<file path="src/sv/pair_sum_complement_lookup_top_defines.svh">
// Assertion macros shared by the pair-sum complement lookup RTL.
// Depends on nothing; included by the files that carry assertions.
`ifndef PAIR_SUM_COMPLEMENT_LOOKUP_TOP_DEFINES_SVH
`define PAIR_SUM_COMPLEMENT_LOOKUP_TOP_DEFINES_SVH

// Same-cycle implication, disabled while reset is held.
`define PSCL_ASSERT_NOW(label, clk, rst_n, ante, cons) \
    label: assert property (@(posedge clk) disable iff (!rst_n) (ante) |-> (cons)) \
        else $error("pscl check failed");

// Next-cycle implication, disabled while reset is held.
`define PSCL_ASSERT_NEXT(label, clk, rst_n, ante, cons) \
    label: assert property (@(posedge clk) disable iff (!rst_n) (ante) |=> (cons)) \
        else $error("pscl check failed");

`endif

</file>
<file path="src/sv/pscl_ram.sv">
// Generic simple dual-port RAM with one write port and one registered read port.
// Depends on nothing.
`timescale 1ns / 1ps

module pscl_ram #(
    parameter int WIDTH = 8,
    parameter int DEPTH = 16
) (
    input  logic                     aclk,
    input  logic                     wr_en,
    input  logic [$clog2(DEPTH)-1:0] wr_addr,
    input  logic [WIDTH-1:0]         wr_data,
    input  logic                     rd_en,
    input  logic [$clog2(DEPTH)-1:0] rd_addr,
    output logic [WIDTH-1:0]         rd_data
);

    logic [WIDTH-1:0] mem [DEPTH];

    always_ff @(posedge aclk) begin
        if (wr_en) begin
            mem[wr_addr] <= wr_data;
        end
        if (rd_en) begin
            rd_data <= mem[rd_addr];
        end
    end

endmodule
</file>
<file path="config.mk">
export PLATFORM = sky130hd
export DESIGN_NAME = pscl_ram
export DESIGN_NICKNAME = d
export VERILOG_FILES = /design/src/sv/pair_sum_complement_lookup_top_defines.svh /design/src/sv/pscl_ram.sv
export SDC_FILE = /design/constraint.sdc
export NUM_CORES = 1
export LEC_CHECK = 0
export BUFFER_PORTS_ARGS = -buffer_cell sky130_fd_sc_hd__buf_4
export CORE_MARGIN = 2
export CORE_UTILIZATION = 50
export CTS_CLUSTER_DIAMETER = 120
export DETAILED_ROUTE_END_ITERATION = 10
export GPL_TIMING_DRIVEN = 0
export PLACE_DENSITY_LB_ADDON = 0.05
export SLEW_MARGIN = 20
export SYNTH_ARGS = -nofsm -noshare
export SYNTH_HDL_FRONTEND = slang
export SYNTH_SLANG_ARGS = --single-unit
export TNS_END_PERCENT = 20
</file>
<file path="constraint.sdc">
create_clock -name aclk -period 1.8 [get_ports aclk]
set_input_delay 0.18 -clock aclk [delete_from_list [all_inputs] [get_ports aclk]]
set_output_delay 0.18 -clock aclk [all_outputs]
set_load 0.02 [all_outputs]
</file>
# Yosys cells after proc, flatten, opt, wreduce, memory -nomap -nowiden
# Memories as Yosys holds them, arrays and structs flattened. A register that Yosys moved wholly into a read port is not among the register bits.
# Cells that the tools add are included.
# totals
regBits	0
mem_bits_rw	128
memories	1
# memory_table
memory	depth	width	read_ports	rd_ports_with_merged_regs	write_ports	line	rtl
mem	16	8	1	1	1	pscl_ram.sv:18	logic [WIDTH-1:0] mem [DEPTH];
# classes
muxes	2
# op_table
cell	n
$mux W1	2

# Longest topological paths before layout
# Gate-level depths: netlist (run 1).
# depth
ltp_word	2
depth_mapped	5

# Worst setup path before layout (run 1)
# Ideal clock, no wire load.
# synth_path
path_type	input -> register
startpoint	input wr_addr[2]
endpoint	memory mem[0][0], enable pin
setup_time_ps	383
cell_stages	2
t_arrival_ps	1290
required_time_ps	1417
path_slack_ps	127
path_buffers	0
path_cell_list	or3b_2 > nor3_1
# synth_lines
item	line	rtl
from (decl)	pscl_ram.sv:11	input logic [$clog2(DEPTH)-1:0] wr_addr,
to (decl)	pscl_ram.sv:18	
# Straight into the memory's write port.

==> results of run 1 <==
synth_stat cells, drive strengths merged:
master / number
nor2b: 1
nand3: 1
clkdlybuf4s25: 3
nand2b: 2
and2: 1
buf: 7
edfxtp: 136
nand2: 9
mux4: 32
a22oi: 16
or3b: 1
nand3b: 2
and2b: 1
nor2: 13
nor3: 4
final cells by class:
cell class | instances | area share
sequential | 136 | 0.6453
clock buffer | 17 | 0.06544
clock inverter | 15 | 0.04409
tap | 136 | 0.02689
multi-input combinational | 83 | 0.1702
timing repair buffer | 28 | 0.03440
buffer | 10 | 0.01364
stage by stage:
stage / utilization / setup slack (ns) / setup TNS (ns)
floorplan: - / 0.1271 / 0
global placement: 0.5459 / -0.4797 / -8.905
detailed placement: 0.5479 / -0.1434 / -1.941
CTS: 0.6186 / 0.2050 / 0
global route: 0.6186 / 0.1509 / 0
finish: 0.6186 / 0.1479 / 0
worst paths after layout:
| check | to | from | slack, ns | cells past startpoint |
|---|---|---|---|---|
| max | rd_data[1] | mem[0][1] | 0.15 | 3 |
| max reg2reg | rd_data[1] | mem[0][1] | 0.15 | 3 |
| min reg2reg | rd_data[3] | mem[13][3] | 0.75 | 3 |
| min | mem[10][3] | wr_data[3] | 0.01 | 1 |
worst max-delay path, stage by stage, from the launching register on:
cell and delay [ns]:
edfxtp_1 0.36, mux4_1 0.56, a22oi_1 0.34, nand2_1 0.13
cell families after synthesis:
logic type | after synthesis | synth area share
DFF | 136 | 0.7812
and+or+nand+nor | 35 | 0.03136
muxes | 32 | 0.1479
AOI/OAI and AO/OA | 16 | 0.02298
buffers and inverters | 10 | 0.01651
registers in the layout (all words and copies together) (netlist names):
| register | count |
|---|---|
| mem | 128 |
| rd_data | 8 |
metal layers:
metal / vias to the layer above / part of all wire / track usage
met5: - / 0 / 0
met4: 0 / 0.0068 / 0.07519
met3: 4 / 0.050 / 0.04844
met2: 64 / 0.50 / 0.2944
met1: 1202 / 0.44 / 0.2791
li1: 1073 / - / -
power breakdown:
group | switching, mW | internal [mW]
clock | 1.23 | 2.79
sequential | 0.0150 | 3.57
combinational | 0.216 | 0.162
==> results.toml, run 1 <==
[sta]
hold_viol = 0
finalCritPeriodShare = 0.9178
max_freq_ghz = 0.6053
slew_headroom = 0.4345
slew_violations = 0
hold_slack_ns = 0.01324
setup_viol = 0
tightest_slew_ns = 0.8451
rsz0062_at_grt = "no"
fin_skew_ns = 0.004215
min_period_ns = 1.652

[die]
boundaryPins = 27
dieHeight_um = 106.3
fp.dieArea_um2 = 11290
fp-row-count = 37
core_region_area_um2 = 10230
initial_core_util = 0.5109
die_w_um = 106.3

[job]
max_cap_violations = 0

[placed_design]
placed_area_um2 = 5605
globalplace.congestion = 0.7980
dp_hpwl_um = 6312
placed_cells = 390
port_buffers = 25

[drt]
drt_iter0_markers = 141
wl_per_cell_um = 23.32
ant_nets = 0
vias = 2343
wirelength_um = 9911
drc_errors = 0
firstDrtPassIters = 4
post_drt_via_cell_ratio = 5.513

[final_layout]
fill_cells = 712
multi_input_area_um2 = 1077
layout.cells.non_filler = 425
nets = 295
area_growth_pct = 21.06
regArea_um2 = 4084
antenna-diode-count = 0
final_area_um2 = 6329
mostFrequentLayoutCells = "edfxtp_1 (136), buf_4 (26), mux4_2 (18)"
drive_above_1_share = 0.3045
final_common_cell = "edfxtp_1"

[clock_tree]
cts-root-buf = "clkbuf_8"
post_cts_resized = 0
h-tree-depth = 4
clk_pin_slew_ns = 0.06
tritoncts = "done"
postCtsSetupBuffers = 0
numCtsBuffers = 17
cts_sinks = 136
clk_latency_ns = 0.51
hold_buffers = 3
clock_path_buffers = 2

[global_route]
grt_pass1_vias = 2447
grt.total_usage = 0.1952
grt_pass1_wl_um = 14990
overflow = 0
antenna_found_initial = 0
grt_max_degree = 17

[worst_setup_path]
critPathMaxFanout = 1
crit_path_start_kind = "flop"
crit_path_end_kind = "flop"
crit_arrival_ns = 1.90
crit_type = "reg2reg"
required_ns = 2.04

[yosys]
synth_seq_cells = 136
synth_cell_types = 18
syn_nets = 248
synth_warnings = 0
yosysTopAreaCell = "edfxtp_1"
synth.avg_cell_area_um2 = 22.83
netlist_area_um2 = 5228
ys_top_cells_by_area = "edfxtp_1 (78%), mux4_2 (7.8%), mux4_1 (7.0%)"
ys_seq_area_frac = 0.7812
netlist.area_leader.share = 0.7812
netlist_instances = 229

[pwr]
pwr_density_cell_nw_per_um2 = 1262
peakVddDrop_v = 0.0008872
p_total_mw = 7.987
power_leakage_nw = 2.129

[outcome]
status = "finished, final reports clean"

[min_path]
min_path_type = "in2reg"
No activity file was read; power rests on OpenSTA's default activity.
==> run 2, diff against run 1 <==
--- a/config.mk
+++ b/config.mk
@@ -7,7 +7,7 @@
 export LEC_CHECK = 0
 export BUFFER_PORTS_ARGS = -buffer_cell sky130_fd_sc_hd__buf_4
 export CORE_MARGIN = 2
-export CORE_UTILIZATION = 50
+export CORE_UTILIZATION = 60
 export CTS_CLUSTER_DIAMETER = 120
 export DETAILED_ROUTE_END_ITERATION = 10
 export GPL_TIMING_DRIVEN = 0
==> run 2 against run 1 <==
  * Combinational power increased by 1%
  * Worst setup slack improved by 0.11 ns
  * Sequential share of layout area increased by 0.93 points
  * Critical path depth unchanged
  * Highest routed layer unchanged
==> results.toml, run 2 (same netlist as run 1, synthesis figures left out) <==
[worst_setup_path]
crit_path_end_kind = "flop"
timing.rr.start = "mem[5][1]"
r2r_end = "rd_data[1]"
path_cells = "mux4_1, a22oi_1, nand2_1"
crit_path_start_kind = "flop"
critPathMaxFanout = 1
crit_type = "reg2reg"
crit_arrival_ns = 1.79
rr_worst_depth = 3
required_ns = 2.05
reg2reg_slack_ns = 0.26
cpPeakStageDelay_ns = 0.57
cp_slowest_cell = "mux4_1"

[drt]
post_drt_via_cell_ratio = 6.140
drc_errors = 0
drt_iter0_markers = 204
vias = 2462
firstDrtPassIters = 5
ant_nets = 0
wl_per_cell_um = 24.10
wirelength_um = 9664

[clock_tree]
tritoncts = "done"
h-tree-depth = 4
clock_path_buffers = 2
cts-root-buf = "clkbuf_8"
clk_pin_slew_ns = 0.06
clk_latency_ns = 0.51
numCtsBuffers = 17
post_cts_resized = 0
cts_sinks = 136

[sta]
setup_viol = 0
finalCritPeriodShare = 0.8571
fin_skew_ns = 0.008638
tightest_slew_ns = 0.8512
slew_headroom = 0.4304
slew_violations = 0
max_freq_ghz = 0.6482
hold_slack_ns = 0.02411
min_period_ns = 1.543
hold_viol = 0
rsz0062_at_grt = "no"

[final_layout]
nets = 299
largest_register = "mem"
largest_reg_flops = 128
drive_above_1_share = 0.2935
final_common_cell = "edfxtp_1"
final_area_um2 = 6238
antenna-diode-count = 0
area_growth_pct = 19.34
fill_cells = 503
mostFrequentLayoutCells = "edfxtp_1 (136), buf_4 (26), mux4_2 (18)"
reg_top3 = "mem: 128 flops, rd_data: 8 flops"

[global_route]
grt.total_usage = 0.2224
grt_pass1_vias = 2524
grt_pass1_wl_um = 14860
grt_max_degree = 17
overflow = 0
antenna_found_initial = 0

[min_path]
hold_end = "mem[2][3]"
min_path_type = "in2reg"
whs_path_depth = 1
hold_start = "wr_data[3]"

[die]
die_w_um = 97.34
fp-row-count = 34
boundaryPins = 27
core_region_area_um2 = 8593
dieHeight_um = 97.34
fp.dieArea_um2 = 9475
initial_core_util = 0.6083

[job]
max_cap_violations = 0

[placed_design]
placed_area_um2 = 5570
port_buffers = 25
dp_hpwl_um = 5942
globalplace.congestion = 0.6924

[pwr]
pwr_density_cell_nw_per_um2 = 1191
peakVddDrop_v = 0.0008795
power_leakage_nw = 2.100

[outcome]
status = "finished, final reports clean"
-- run 2: changes by cell type in the layout (fill, tap and decap cells not counted), sizes merged --
cell         change
inv              +1
clkinv           +2
dlygate4sd3      +4
clkbuf           +1
bufinv           -4
-- run 2: worst max path at each step --
stage / startpoint / to / slack [ns] / depth (start not counted)
finish: mem[5][1] / rd_data[1] / 0.26 / 3
floorplan: wr_addr[2] / mem[0][0] / 0.13 / 2
CTS: mem[5][1] / rd_data[1] / 0.26 / 3
detailed placement: wr_addr[2] / mem[3][4] / -0.09 / 3
global route: mem[6][3] / rd_data[3] / 0.24 / 3
global placement: wr_addr[2] / mem[0][1] / -0.42 / 3
-- run 2: worst max-delay path: cells and delay by family (launching register included) --
kind	cells	cell delay [ns]
multiplexers	1	0.57
AO/OA/AOI/OAI	1	0.28
AND/OR/NAND/NOR	1	0.09
flip-flops	1	0.35
-- run 2: layer usage --
layer	global-route usage	share of wire
met3	0.05468	0.060
met2	0.3344	0.48
met1	0.3206	0.45
met5	0	0
met4	0.09295	0.014
-- run 2: cell type report --
type                    instances  area [um^2]  share of cell area
clock buffers                  18        417.9             0.06699
multi-input cells              83         1077              0.1727
clock inverters                14        180.2             0.02888
repair buffers                 32        257.7             0.04132
plain buffers                  10        86.33             0.01384
well taps                     108        135.1             0.02166
flip-flops and latches        136         4084              0.6546
-- run 2: where the power goes --
group          switching (mW)  internal, mW  total (mW)
combinational           0.215         0.167       0.383
sequential             0.0163          3.57        3.59
clock                    1.23          2.23        3.46
-- run 2: timing repair --
item	CTS	global route
hold buffers	7	0
endpoints found under the hold margin	96	0
buffers inserted	0	0
-- run 2: stage by stage --
stage | utilization | TNS [ns] | total power, mW | setup WS (ns) | instances
floorplan | - | 0 | 3.848 | 0.1271 | 229
global placement | 0.6459 | -6.338 | 4.009 | -0.4239 | 362
detailed placement | 0.6482 | -1.334 | 4.023 | -0.09157 | 362
CTS | 0.7260 | 0 | 7.462 | 0.2607 | 401
global route | 0.7260 | 0 | 7.632 | 0.2391 | 401
finish | 0.7260 | 0 | 7.430 | 0.2573 | 401
